### config.mk
export PLATFORM = sky130hd
export DESIGN_NAME = lru_page_buffer_pool_core
export DESIGN_NICKNAME = d
export VERILOG_FILES = /design/src/rtl/core/lpbp_pkg.sv /design/src/rtl/core/lpbp_tag_mem.sv /design/src/rtl/core/lru_page_buffer_pool_core.sv
export SDC_FILE = /design/constraint.sdc
export NUM_CORES = 2
export LEC_CHECK = 0
export BUFFER_PORTS_ARGS = -buffer_cell sky130_fd_sc_hd__buf_4
export CORE_MARGIN = 1
export CORE_UTILIZATION = 45
export DETAILED_ROUTE_END_ITERATION = 10
export HOLD_SLACK_MARGIN = 0.12
export PLACE_DENSITY = 0.63
export SYNTH_ARGS = -nofsm -noshare
export SYNTH_HDL_FRONTEND = slang
export SYNTH_SLANG_ARGS = --single-unit
### constraint.sdc
create_clock -name clk -period 7.5 [get_ports clk]
set_input_delay 0.75 -clock clk [delete_from_list [all_inputs] [get_ports clk]]
set_output_delay 0.75 -clock clk [all_outputs]
set_load 0.01 [all_outputs]
### src/rtl/core/lpbp_pkg.sv
// ----------------------------------------------------------------------------
// lpbp_pkg
// Types and constants shared by the page buffer pool core and its tag memory.
// ----------------------------------------------------------------------------
package lpbp_pkg;

	localparam int NUM_FRAMES = 16;
	localparam int IDX_W      = $clog2(NUM_FRAMES);
	localparam int LNK_W      = IDX_W + 1;
	localparam int CNT_W      = $clog2(NUM_FRAMES + 1);
	localparam int OUT_MAX    = 16;
	localparam int OUT_CNT_W  = $clog2(OUT_MAX + 1);

	localparam logic [LNK_W-1:0] NIL = '1;

	localparam logic [7:0] PIN_WRITER   = 8'hFF;
	localparam logic [7:0] PIN_READ_MAX = 8'hFE;

	localparam logic [2:0] CMD_FETCH    = 3'd0;
	localparam logic [2:0] CMD_START    = 3'd1;
	localparam logic [2:0] CMD_END      = 3'd2;
	localparam logic [2:0] CMD_REL_FRM  = 3'd3;
	localparam logic [2:0] CMD_REL_FILE = 3'd4;

	localparam logic [1:0] ST_OK       = 2'd0;
	localparam logic [1:0] ST_BUSY     = 2'd1;
	localparam logic [1:0] ST_NO_FRAME = 2'd2;
	localparam logic [1:0] ST_INVALID  = 2'd3;

	typedef struct packed {
		logic [2:0]  cmd;
		logic [15:0] file_id;
		logic [31:0] page_num;
		logic [3:0]  frame_sel;
		logic        write_mode;
	} req_t;

	typedef struct packed {
		logic [3:0]  frame_out;
		logic        hit;
		logic [1:0]  status;
		logic        writeback_valid;
		logic [15:0] writeback_file;
		logic [31:0] writeback_page;
		logic        last;
	} rsp_t;

	typedef struct packed {
		logic [15:0] file;
		logic [31:0] page;
	} tag_t;

endpackage

### src/rtl/core/lpbp_tag_mem.sv
// ----------------------------------------------------------------------------
// lpbp_tag_mem
// Single-port page tag store, one entry per frame, registered read data.
// ----------------------------------------------------------------------------
module lpbp_tag_mem (
	input  logic                      clk,
	input  logic                      en,
	input  logic                      we,
	input  logic [lpbp_pkg::IDX_W-1:0] addr,
	input  lpbp_pkg::tag_t            wdata,
	output lpbp_pkg::tag_t            rdata
);
	import lpbp_pkg::*;

	tag_t mem [NUM_FRAMES];

	// write or read one entry; read data holds while idle
	always_ff @(posedge clk) begin
		if (en) begin
			if (we) begin
				mem[addr] <= wdata;
			end else begin
				rdata <= mem[addr];
			end
		end
	end

endmodule

### src/rtl/core/lru_page_buffer_pool_core.sv
// ----------------------------------------------------------------------------
// lru_page_buffer_pool_core
// Page buffer pool: tag lookup, free-frame or LRU victim choice, pin counts,
// LRU list upkeep and frame/file release, run by one sequencer.
// ----------------------------------------------------------------------------
//  channel | direction | handshake            | payload
//  req     | in        | req_valid/req_stall  | req_t (command)
//  rsp     | out       | rsp_valid/rsp_stall  | rsp_t (result)
//  cfg     | in        | cfg_we               | cfg_wdata (capacity)
//
// One command at a time. Fetch scans the tag memory with one read/compare
// pair per frame; a miss goes into a free frame or, on a full pool, into an
// unpinned victim found by an LRU walk and evicted first. Release file reads
// and compares each frame, unlinks each dropped one and hands on the results.
// Start use sets the pin; end use also moves the frame to MRU; release frame
// reads, reports and unlinks it. Reset clears all control state at once; no
// clearing pass. A stalled result holds the sequencer in place.
module lru_page_buffer_pool_core (
	input  logic           clk,
	input  logic           arst_n,
	input  logic           req_valid,
	output logic           req_stall,
	input  lpbp_pkg::req_t req,
	output logic           rsp_valid,
	input  logic           rsp_stall,
	output lpbp_pkg::rsp_t rsp,
	input  logic           cfg_we,
	input  logic [4:0]     cfg_wdata
);
	import lpbp_pkg::*;

	typedef enum logic [3:0] {
		S_IDLE, S_SCAN_RD, S_SCAN_CMP, S_WALK, S_VIC_RD, S_VIC_WB, S_INSTALL,
		S_APPEND, S_UNLINK, S_REL_RD, S_REL_WB, S_RF_RD, S_RF_CMP, S_RF_NEXT,
		S_RF_END, S_EMIT
	} state_t;

	state_t state_q, ret_q;

	logic [4:0]       cap_q;
	logic [CNT_W-1:0] capacity;
	logic [CNT_W-1:0] used_q;
	logic [CNT_W-1:0] steps_q;
	logic [IDX_W-1:0] cnt_q, tgt_q;
	logic [LNK_W-1:0] walk_q, lru_q, mru_q;
	logic [OUT_CNT_W-1:0] k_q;
	logic             pend_q;

	logic             valid_q [NUM_FRAMES];
	logic             dirty_q [NUM_FRAMES];
	logic [7:0]       pin_q   [NUM_FRAMES];
	logic [LNK_W-1:0] older_q [NUM_FRAMES];
	logic [LNK_W-1:0] newer_q [NUM_FRAMES];

	logic [15:0] file_q;
	logic [31:0] page_q;

	rsp_t res_q, out_q;
	logic out_valid_q;
	logic out_free;
	logic out_load;

	logic             mem_en, mem_we;
	logic [IDX_W-1:0] mem_addr;
	tag_t             mem_wdata, mem_rdata;

	logic             free_found;
	logic [IDX_W-1:0] free_idx;
	logic [LNK_W-1:0] tgt_older, tgt_newer;
	logic             sel_ok;
	logic [IDX_W-1:0] sel_idx;
	logic [7:0]       sel_pin;
	logic [IDX_W-1:0] walk_idx;
	logic             tag_hit, file_hit;

	lpbp_tag_mem u_tag_mem (
		.clk   (clk),
		.en    (mem_en),
		.we    (mem_we),
		.addr  (mem_addr),
		.wdata (mem_wdata),
		.rdata (mem_rdata)
	);

	// clamp capacity to 1..NUM_FRAMES
	always_comb begin
		if (cap_q == 5'd0) begin
			capacity = CNT_W'(1);
		end else if (32'(cap_q) > NUM_FRAMES) begin
			capacity = CNT_W'(NUM_FRAMES);
		end else begin
			capacity = CNT_W'(cap_q);
		end
	end

	// find the lowest free frame below capacity
	always_comb begin
		free_found = 1'b0;
		free_idx   = '0;
		for (int i = 0; i < NUM_FRAMES; i++) begin
			if (!free_found && !valid_q[i] && (i < 32'(capacity))) begin
				free_found = 1'b1;
				free_idx   = IDX_W'(i);
			end
		end
	end

	assign out_free  = !out_valid_q || !rsp_stall;
	assign tgt_older = older_q[tgt_q];
	assign tgt_newer = newer_q[tgt_q];
	assign sel_ok    = (32'(req.frame_sel) < NUM_FRAMES);
	assign sel_idx   = IDX_W'(req.frame_sel);
	assign sel_pin   = pin_q[sel_idx];
	assign walk_idx  = walk_q[IDX_W-1:0];
	assign file_hit  = valid_q[cnt_q] && (mem_rdata.file == file_q);
	assign tag_hit   = file_hit && (mem_rdata.page == page_q);

	// a result enters the output register this cycle
	assign out_load = out_free && ((state_q == S_EMIT) ||
		((state_q == S_RF_CMP) && file_hit && pend_q));

	// tag memory port
	always_comb begin
		mem_en    = (state_q == S_SCAN_RD) || (state_q == S_RF_RD) ||
			(state_q == S_VIC_RD) || (state_q == S_REL_RD) || (state_q == S_INSTALL);
		mem_we    = (state_q == S_INSTALL);
		mem_addr  = ((state_q == S_SCAN_RD) || (state_q == S_RF_RD)) ? cnt_q : tgt_q;
		mem_wdata = '{file: file_q, page: page_q};
	end

	assign req_stall = (state_q != S_IDLE);
	assign rsp_valid = out_valid_q;
	assign rsp       = out_q;

	// sequencer and frame state
	always_ff @(posedge clk or negedge arst_n) begin
		if (!arst_n) begin
			state_q     <= S_IDLE;
			ret_q       <= S_IDLE;
			cap_q       <= 5'd16;
			used_q      <= '0;
			steps_q     <= '0;
			cnt_q       <= '0;
			tgt_q       <= '0;
			walk_q      <= NIL;
			lru_q       <= NIL;
			mru_q       <= NIL;
			k_q         <= '0;
			pend_q      <= 1'b0;
			out_valid_q <= 1'b0;
			for (int i = 0; i < NUM_FRAMES; i++) begin
				valid_q[i] <= 1'b0;
				dirty_q[i] <= 1'b0;
				pin_q[i]   <= 8'd0;
				older_q[i] <= NIL;
				newer_q[i] <= NIL;
			end
		end else begin
			if (cfg_we) begin
				cap_q <= cfg_wdata;
			end
			// load a new result, or drop the current one once transferred
			if (out_load) begin
				out_valid_q <= 1'b1;
			end else if (out_valid_q && !rsp_stall) begin
				out_valid_q <= 1'b0;
			end

			unique case (state_q)
				S_IDLE: begin
					if (req_valid) begin
						file_q <= req.file_id;
						page_q <= req.page_num;
						tgt_q  <= sel_idx;
						cnt_q  <= '0;
						k_q    <= '0;
						pend_q <= 1'b0;
						res_q.hit             <= 1'b0;
						res_q.writeback_valid <= 1'b0;
						res_q.writeback_file  <= 16'd0;
						res_q.writeback_page  <= 32'd0;
						res_q.last            <= 1'b1;
						priority if (req.cmd == CMD_FETCH) begin
							res_q.frame_out <= 4'd0;
							res_q.status    <= ST_OK;
							state_q         <= S_SCAN_RD;
						end else if (req.cmd == CMD_REL_FILE) begin
							res_q.frame_out <= 4'd0;
							res_q.status    <= ST_OK;
							state_q         <= S_RF_RD;
						end else if (req.cmd == CMD_START || req.cmd == CMD_END ||
							req.cmd == CMD_REL_FRM) begin
							res_q.frame_out <= req.frame_sel;
							if (!sel_ok || !valid_q[sel_idx]) begin
								res_q.status <= ST_INVALID;
								state_q      <= S_EMIT;
							end else if (req.cmd == CMD_START) begin
								if (req.write_mode ? (sel_pin == 8'd0) :
									(sel_pin < PIN_READ_MAX)) begin
									pin_q[sel_idx] <= req.write_mode ? PIN_WRITER :
										sel_pin + 8'd1;
									res_q.status <= ST_OK;
								end else begin
									res_q.status <= ST_BUSY;
								end
								state_q <= S_EMIT;
							end else if (req.cmd == CMD_END) begin
								if (req.write_mode ? (sel_pin == PIN_WRITER) :
									(sel_pin >= 8'd1 && sel_pin <= PIN_READ_MAX)) begin
									if (req.write_mode) begin
										pin_q[sel_idx]   <= 8'd0;
										dirty_q[sel_idx] <= 1'b1;
									end else begin
										pin_q[sel_idx] <= sel_pin - 8'd1;
									end
									res_q.status <= ST_OK;
									ret_q        <= S_APPEND;
									state_q      <= S_UNLINK;
								end else begin
									res_q.status <= ST_BUSY;
									state_q      <= S_EMIT;
								end
							end else begin
								if (sel_pin != 8'd0) begin
									res_q.status <= ST_BUSY;
									state_q      <= S_EMIT;
								end else begin
									res_q.status <= ST_OK;
									state_q      <= S_REL_RD;
								end
							end
						end else begin
							res_q.frame_out <= 4'd0;
							res_q.status    <= ST_INVALID;
							state_q         <= S_EMIT;
						end
					end
				end

				// lookup: read one tag, compare it next cycle
				S_SCAN_RD: begin
					state_q <= S_SCAN_CMP;
				end

				S_SCAN_CMP: begin
					if (tag_hit) begin
						res_q.frame_out <= 4'(cnt_q);
						res_q.hit       <= 1'b1;
						state_q         <= S_EMIT;
					end else if (32'(cnt_q) != NUM_FRAMES - 1) begin
						cnt_q   <= cnt_q + IDX_W'(1);
						state_q <= S_SCAN_RD;
					end else if (used_q < capacity) begin
						if (free_found) begin
							tgt_q   <= free_idx;
							state_q <= S_INSTALL;
						end else begin
							res_q.status <= ST_NO_FRAME;
							state_q      <= S_EMIT;
						end
					end else begin
						walk_q  <= lru_q;
						steps_q <= '0;
						state_q <= S_WALK;
					end
				end

				// walk from LRU toward MRU for an unpinned frame
				S_WALK: begin
					if (walk_q == NIL || 32'(steps_q) >= NUM_FRAMES) begin
						res_q.status <= ST_NO_FRAME;
						state_q      <= S_EMIT;
					end else if (pin_q[walk_idx] != 8'd0) begin
						walk_q  <= newer_q[walk_idx];
						steps_q <= steps_q + CNT_W'(1);
					end else begin
						tgt_q   <= walk_idx;
						state_q <= S_VIC_RD;
					end
				end

				S_VIC_RD: begin
					state_q <= S_VIC_WB;
				end

				S_REL_RD: begin
					state_q <= S_REL_WB;
				end

				// evict or release the target frame, report its tag if dirty
				S_VIC_WB, S_REL_WB: begin
					res_q.writeback_valid <= dirty_q[tgt_q];
					res_q.writeback_file  <= dirty_q[tgt_q] ? mem_rdata.file : 16'd0;
					res_q.writeback_page  <= dirty_q[tgt_q] ? mem_rdata.page : 32'd0;
					res_q.frame_out       <= 4'(tgt_q);
					valid_q[tgt_q] <= 1'b0;
					dirty_q[tgt_q] <= 1'b0;
					pin_q[tgt_q]   <= 8'd0;
					if (used_q != '0) begin
						used_q <= used_q - CNT_W'(1);
					end
					ret_q   <= (state_q == S_VIC_WB) ? S_INSTALL : S_EMIT;
					state_q <= S_UNLINK;
				end

				// take the target frame out of the LRU list
				S_UNLINK: begin
					if (tgt_newer == NIL) begin
						mru_q <= tgt_older;
					end else begin
						older_q[tgt_newer[IDX_W-1:0]] <= tgt_older;
					end
					if (tgt_older == NIL) begin
						lru_q <= tgt_newer;
					end else begin
						newer_q[tgt_older[IDX_W-1:0]] <= tgt_newer;
					end
					older_q[tgt_q] <= NIL;
					newer_q[tgt_q] <= NIL;
					state_q        <= ret_q;
				end

				// load the fetched page into the target frame
				S_INSTALL: begin
					valid_q[tgt_q]  <= 1'b1;
					dirty_q[tgt_q]  <= 1'b0;
					pin_q[tgt_q]    <= 8'd0;
					used_q          <= used_q + CNT_W'(1);
					res_q.frame_out <= 4'(tgt_q);
					state_q         <= S_APPEND;
				end

				// put the target frame at MRU
				S_APPEND: begin
					older_q[tgt_q] <= mru_q;
					newer_q[tgt_q] <= NIL;
					if (mru_q != NIL) begin
						newer_q[mru_q[IDX_W-1:0]] <= LNK_W'(tgt_q);
					end
					mru_q <= LNK_W'(tgt_q);
					if (lru_q == NIL) begin
						lru_q <= LNK_W'(tgt_q);
					end
					state_q <= S_EMIT;
				end

				// release file: one frame per read/compare pair
				S_RF_RD: begin
					state_q <= S_RF_CMP;
				end

				S_RF_CMP: begin
					if (!file_hit) begin
						state_q <= S_RF_NEXT;
					end else if (!pend_q || out_free) begin
						// push the held result, hold this one until the next match or the run end
						if (pend_q) begin
							out_q <= res_q;
						end
						pend_q <= 1'b1;
						k_q    <= k_q + OUT_CNT_W'(1);
						res_q.frame_out <= 4'(cnt_q);
						res_q.hit       <= 1'b0;
						res_q.last      <= 1'b0;
						if (pin_q[cnt_q] != 8'd0) begin
							res_q.status          <= ST_BUSY;
							res_q.writeback_valid <= 1'b0;
							res_q.writeback_file  <= 16'd0;
							res_q.writeback_page  <= 32'd0;
							state_q               <= S_RF_NEXT;
						end else begin
							res_q.status          <= ST_OK;
							res_q.writeback_valid <= dirty_q[cnt_q];
							res_q.writeback_file  <= dirty_q[cnt_q] ? mem_rdata.file : 16'd0;
							res_q.writeback_page  <= dirty_q[cnt_q] ? mem_rdata.page : 32'd0;
							valid_q[cnt_q] <= 1'b0;
							dirty_q[cnt_q] <= 1'b0;
							pin_q[cnt_q]   <= 8'd0;
							if (used_q != '0) begin
								used_q <= used_q - CNT_W'(1);
							end
							tgt_q   <= cnt_q;
							ret_q   <= S_RF_NEXT;
							state_q <= S_UNLINK;
						end
					end
				end

				S_RF_NEXT: begin
					if (32'(cnt_q) == NUM_FRAMES - 1 || 32'(k_q) >= OUT_MAX) begin
						state_q <= S_RF_END;
					end else begin
						cnt_q   <= cnt_q + IDX_W'(1);
						state_q <= S_RF_RD;
					end
				end

				S_RF_END: begin
					res_q.last <= 1'b1;
					if (!pend_q) begin
						res_q.frame_out <= 4'd0;
						res_q.status    <= ST_INVALID;
					end
					state_q <= S_EMIT;
				end

				// hand the result to the output register
				S_EMIT: begin
					if (out_free) begin
						out_q   <= res_q;
						state_q <= S_IDLE;
					end
				end

				default: begin
					state_q <= S_IDLE;
				end
			endcase
		end
	end

endmodule

# Word level (Yosys, flattened, before mapping)

Memories as Yosys holds them, arrays and structs flattened. A register that Yosys moved wholly into a read port is not among the register bits.
Index checks and enable logic that the tools add are counted.

Memories: 1
Output and inout port bits: 59
Flip-flop bits (word level): 535
Logic and storage cells: 631
Memory bits (writable): 768
Bits of input ports: 66

Memories:

| name          | depth | width | read ports | clocked after memory_dff | write ports | line               | RTL |
|---|---|---|---|---|---|---|---|
| u_tag_mem.mem | 16    | 48    | 1          | 1                        | 1           | lpbp_tag_mem.sv:15 | `tag_t mem [NUM_FRAMES];` |

$add $sub $neg: 7
Bitwise logic cells: 25
Reduce and logical (&&, ||, !) cells: 134
Eq/ne operators: 65
Magnitude comparators: 36
Multiplexer cells: 254

Operator list:

| operator                                     | count |
|---|---|
| 128-bit two-way mux                          | 13 |
| 80-bit two-way mux                           | 5 |
| 57-bit two-way mux                           | 7 |
| 128-bit bitwise AND                          | 3 |
| 128-bit inverter                             | 3 |
| 128-bit case mux with 3 select lines         | 1 |
| 80-bit bitwise mux                           | 4 |
| 80-bit case mux with 2 select lines          | 2 |
| 16-bit two-way mux                           | 17 |
| 128-bit bitwise mux                          | 2 |
| 4-bit two-way mux                            | 61 |
| 80-bit OR                                    | 3 |
| 5-bit two-way mux                            | 33 |
| 49-bit case mux with 3 select lines          | 1 |
| 57-bit case mux with 2 select lines          | 1 |
| 8-bit binary-select mux with 4-bit select    | 3 |
| 8-bit demux with 4-bit select                | 3 |
| 16-bit case mux with 3 select lines          | 2 |
| 5-bit demux with 4-bit select                | 4 |
| 8-bit two-way mux                            | 10 |
| 16-bit bitwise AND                           | 4 |
| 32-bit two-way mux                           | 2 |
| 5-bit binary-select mux with 4-bit select    | 3 |
| 2-bit inequality test, second input constant | 30 |
| other kinds (74)                             | 304 |

# Depth between registers and ports, before layout

Depth after elaboration: 71
Depth in mapped cells: 17
Mapped depth without buffers: 12

# Cells and area by module

Synthesis repeated with hierarchy kept, for this count alone.

Cell total of the unflattened synthesis: 4,825
Area, all modules: 63,514.7 sq um

Modules (own cells, without submodules):

| module                    | area each (sq um) | instances | seq. area each (sq um) | cells each |
|---|---|---|---|---|
| lru_page_buffer_pool_core | 33,248.1          | 1         | 14,418.8               | 3,578 |
| lpbp_tag_mem              | 30,266.5          | 1         | 24,503.5               | 1,247 |

# Worst setup path after synthesis

OpenSTA, ideal clock, no wires.

Kind: reg2reg
Start: register tgt_q[0]
End: memory u_tag_mem.mem[11][0] (netlist name), enable pin
Arrival time: 5.973 ns
Period minus slack after synthesis: 6.488 ns
Setup time: 0.515 ns
Stages on the path, launching flop included: 12
Path buffers: 8
Setup slack: 1.012 ns
Cells stage by stage: dfrtp_1 -> buf_2 -> buf_2 -> buf_2 -> buf_2 -> a21o_1 -> buf_2 -> buf_2 -> buf_4 -> buf_2 -> nand3_1 -> nor3_1

Cells in the longest elaborated chain, start to end: 1

RTL lines:

| element                | line                             | RTL |
|---|---|---|
| from (decl)            | lru_page_buffer_pool_core.sv:44  | `logic [IDX_W-1:0] cnt_q, tgt_q;` |
| from (signal assigned) | lru_page_buffer_pool_core.sv:174 | `tgt_q <= sel_idx;` |
| from (signal assigned) | lru_page_buffer_pool_core.sv:255 | `tgt_q <= free_idx;` |
| from (signal assigned) | lru_page_buffer_pool_core.sv:277 | `tgt_q <= walk_idx;` |
| 4-bit two-way mux      | lru_page_buffer_pool_core.sv:127 | `mem_addr = ((state_q == S_SCAN_RD) \|\| (state_q == S_RF_RD)) ? cnt_q : tgt_q;` |
| to (decl)              | lpbp_tag_mem.sv:15               |  |

Every way passes these cells.

# Worst setup path in the final report

Start: register file_q[14]
End: register pin_q[28] (netlist name)

Cells in the longest elaborated chain, start to end: 4

RTL lines:

| element                                | line                             | RTL |
|---|---|---|
| from (decl)                            | lru_page_buffer_pool_core.sv:55  | `logic [15:0] file_q;` |
| from (signal assigned)                 | lru_page_buffer_pool_core.sv:172 | `file_q <= req.file_id;` |
| 16-bit == test                         | lru_page_buffer_pool_core.sv:115 | `assign file_hit = valid_q[cnt_q] && (mem_rdata.file == file_q);` |
| 1-bit logical AND                      | lru_page_buffer_pool_core.sv:115 |  |
| 2-bit inequality test (no source line) | --                               |  |
| 12-bit AND reduction (no source line)  | --                               |  |
| to (signal, indexed assignment)        | lru_page_buffer_pool_core.sv:200 | `pin_q[sel_idx] <= req.write_mode ? PIN_WRITER :` |
| to (signal, indexed assignment)        | lru_page_buffer_pool_core.sv:214 | `pin_q[sel_idx] <= sel_pin - 8'd1;` |
| to (decl)                              | lru_page_buffer_pool_core.sv:51  | `logic [7:0] pin_q [NUM_FRAMES];` |

Every way passes these cells.
A chain may end at the register's enable or synchronous reset.

==> flow_metrics.py <==
metrics = {
    "run_status": {
        "run_status": "finished clean",
    },
    "finish": {
        "finish.utilization_pct": 51.5,
        "n_fill_cell": 11800,
        "antenna_cells": 0,
        "drive_above_1_share_pct": 20.9,
        "layout_common_cells": "sky130_fd_sc_hd__edfxtp_1 (978), sky130_fd_sc_hd__nand2_1 (584), sky130_fd_sc_hd__nor2_1 (408), sky130_fd_sc_hd__a21oi_1 (338), sky130_fd_sc_hd__mux4_2 (322)",
        "finalNonFillerCells": 6983,
        "layout.nets": 5075,
        "syn2layout_area_growth_pct": 13.0,
        "layout_commonest_cell": "sky130_fd_sc_hd__edfxtp_1",
    },
    "clocking": {
        "clk_path_buf_depth": 3,
        "cts-root-buf": "sky130_fd_sc_hd__clkbuf_16",
        "clk_pin_slew_ps": 60,
        "clock_sink_count": 1351,
        "cts-buffers-inserted": 150,
        "post_cts.repair.setup_buffers": 0,
        "clk-insertion-delay-late_ps": 810,
        "cts_tree": "done",
        "htree_num_levels": 4,
    },
    "run": {
        "max_cap_viol_count": 0,
    },
    "floorplan": {
        "core_area_mm2": 0.140,
        "dieArea_mm2": 0.143,
        "die_span_in_x_um": 379,
        "floorplan.initialDensity_pct": 45.6,
        "io_pins": 125,
        "std_cell_rows": 137,
        "chip_height_um": 379,
    },
    "critical_path": {
        "r2r.worst_path.cells": 9,
        "worstSetupStartpointType": "register",
        "timing.critical_path.fanout_max": 17,
        "required_ps": 8170,
        "critPathKind": "reg2reg",
        "critPathCaptureType": "register",
        "worst_ep_arrival_time_ps": 5740,
        "crit_path_cell_trace": "xnor2_1 -> nand4_1 -> nor4_2 -> nand2_1 -> o31ai_1 -> nand2_1 -> a31oi_4 -> o221ai_2 -> a22o_1",
        "critical_path.most_common_cell": "sky130_fd_sc_hd__nand2_1",
        "worst_path_max_delay_cell": "sky130_fd_sc_hd__nor4_2",
        "critPathMaxStageDelay_ps": 920,
    },
    "logic_synthesis": {
        "postSynth.topFlopCell": "sky130_fd_sc_hd__edfxtp_1",
        "ys_top_cells_by_area": "sky130_fd_sc_hd__edfxtp_1 (46%), sky130_fd_sc_hd__mux4_2 (11%), sky130_fd_sc_hd__dfrtp_1 (7.7%)",
        "synth_edf_count": 978,
        "synthesis.yosys.warnings": 0,
        "ys_async_sr_fraction_pct": 27.6,
        "post_synth_instance_area_mm2": 0.0638,
        "postSynthAreaPerCell_um2": 13.0,
        "ys_seq_area_share_pct": 61.0,
        "synth.top_cell.area_share_pct": 46.0,
        "syn_nets": 5004,
        "syn-instance-count": 4919,
        "post_synth_num_cell_types": 76,
        "synthDominantAreaCellType": "sky130_fd_sc_hd__edfxtp_1",
        "ys_ff_latch": 1351,
    },
    "sta": {
        "final-hold-violation-count": 0,
        "layout_setup_ws_ps": 2430,
        "report.final.setup_viol": 0,
        "grt_setup_unrepaired": "no",
        "achievable-frequency_ghz": 0.197,
        "finalSetupTns_ps": 0,
        "clock_tree_skew_after_final_layout_ps": 39.7,
        "min_tclk_post_route_ps": 5070,
        "maxSlewHeadroom_pct": 15.8,
        "period_share_pct": 67.6,
        "timing_worst_slew_pin_value_ps": 1260,
        "report.final.slew_viol_count": 0,
    },
    "place": {
        "post-place-cells": 6679,
        "hpwl_um": 117000,
        "gp_congestion": 0.960,
        "io_buffer_count": 124,
        "place_ws_ps": 2090,
    },
    "global_routing": {
        "grt_first_pass_wirelength_um": 286000,
        "antenna_found_initial": 7,
        "grt_max_degree": 160,
        "grt-ovfl-total": 0,
        "vias_in_the_first_global_route": 43600,
        "groute.usage.overall_pct": 26.8,
    },
    "detailed_routing": {
        "route.detailed.wl_per_inst_um": 27.5,
        "routed_via_density": 6.44,
        "antenna_left": 0,
        "drt-pass1-iter-count": 10,
        "totalWireLength_um": 192000,
        "detailed_route_via_count": 44900,
        "detailedRoute.firstIterationViolations": 6019,
        "detail_route.drc_violations": 0,
    },
    "pwr": {
        "p_leak_nw": 25.5,
        "max-vdd-ir-drop_mv": 0.398,
        "power.density_cell_area_mw_per_mm2": 393,
    },
    "hold_path": {
        "holdCritPathClass": "in2reg",
        "worst_hold_path.num_cells": 1,
    },
}
==> what timing repair did <==
action,4_1_cts,5_1_grt
hold buffers,35,0
resized for setup,0,0
hold endpoints to repair,67,0
setup endpoints to repair,0,0
==> flip-flops by register name, indices dropped and copies added, names as in the netlist, 16 cells and up <==
name             cells
dirty_q             16
file_q              16
newer_q             80
page_q              32
res_q               57
older_q             80
valid_q             16
rsp                 57
pin_q              128
u_tag_mem.rdata     48
u_tag_mem.mem      768
==> power by group <==
group	total, mW	internal, mW	switching (mW)
Combinational	10.5	3.95	6.54
Clock	7.39	4.23	3.17
Sequential	10.4	9.44	0.995
Total	28.3	17.6	10.7
==> per-layer routing <==
layer	GRT usage, %	wire (µm)	up-vias
met1	37.7	79300	22900
met5	0	36	-
met2	41.6	89100	2451
met4	9.57	6250	6
li1	-	-	19200
met3	4.94	17400	419
==> cell usage after synthesis, types with 36 or more instances <==
| cell | n |
|---|---|
| sky130_fd_sc_hd__and3_1 | 86 |
| sky130_fd_sc_hd__a22oi_1 | 43 |
| sky130_fd_sc_hd__o22a_1 | 42 |
| sky130_fd_sc_hd__o21ai_0 | 295 |
| sky130_fd_sc_hd__clkbuf_1 | 268 |
| sky130_fd_sc_hd__nor4_1 | 45 |
| sky130_fd_sc_hd__o22ai_1 | 73 |
| sky130_fd_sc_hd__nor3_1 | 80 |
| sky130_fd_sc_hd__nand3_1 | 80 |
| sky130_fd_sc_hd__buf_2 | 38 |
| sky130_fd_sc_hd__a22o_1 | 130 |
| sky130_fd_sc_hd__mux2i_1 | 36 |
| sky130_fd_sc_hd__mux2_2 | 38 |
| sky130_fd_sc_hd__nand2_1 | 587 |
| sky130_fd_sc_hd__a31oi_1 | 110 |
| sky130_fd_sc_hd__nor2_1 | 415 |
| sky130_fd_sc_hd__dfrtp_1 | 197 |
| sky130_fd_sc_hd__edfxtp_1 | 978 |
| sky130_fd_sc_hd__xnor2_1 | 58 |
| sky130_fd_sc_hd__mux4_2 | 322 |
| sky130_fd_sc_hd__and2_1 | 57 |
| sky130_fd_sc_hd__a21oi_1 | 339 |
| sky130_fd_sc_hd__dfstp_2 | 176 |
==> critical path, delay by kind of cell (launching register included) <==
kind	cells	cell delay [ps]
AOI/OAI and AO/OA	4	2300
xor gates and xnor gates	1	340
DFF	1	600
and+or+nand+nor	4	1690
==> cell type report <==
class	count	area (µm²)	share of cell area, %
Inverter	32	120	0.167
Clock inverter	75	940	1.30
Timing Repair Buffer	258	2070	2.87
Clock buffer	194	4020	5.58
Multi-Input combinational cell	3197	23700	32.9
Sequential cell	1351	38900	54.0
Tap cell	1876	2350	3.25
==> through the flow <==
| stage | total power [mW] | cell area, µm² | hold WS [ps] |
|---|---|---|---|
| 3_5_place_dp | 20.9 | 66800 | 405 |
| 2_1_floorplan | 17.5 | 63800 | 400 |
| 3_3_place_gp | 20.8 | 66800 | 401 |
| 4_1_cts | 28.3 | 72100 | 136 |
| 6_report | 28.3 | 72100 | 170 |
| 5_1_grt | 29.6 | 72100 | 150 |
==> cell families (layout without fill, tap and decap cells) <==
logic type                 after synthesis  count (layout)  synth area share (%)
AOI/OAI and AO/OA                     1239            1239                  12.5
buffers and inverters                  371             559                  2.31
xor gates and xnor gates                64              64                 0.878
DFF                                   1351            1351                  61.0
muxes                                  396             396                  12.6
and+or+nand+nor                       1479            1479                  10.4
adders and majority gates               19              19                 0.384
==> path summary, 6_finish.rpt <==
path / slack (ps) / endpoint / start
hold reg to reg: 420 / rsp[41] / res_q[41]
max in group asynchronous: 4370 / older_q[53] / arst_n
hold / removal: 170 / page_q[16] / req[21]
setup reg to reg: 2430 / pin_q[28] / file_q[14]
min in group asynchronous: 430 / pin_q[118] / arst_n
setup / recovery: 2430 / pin_q[28] / file_q[14]
No activity file was read; power rests on OpenSTA's default activity.
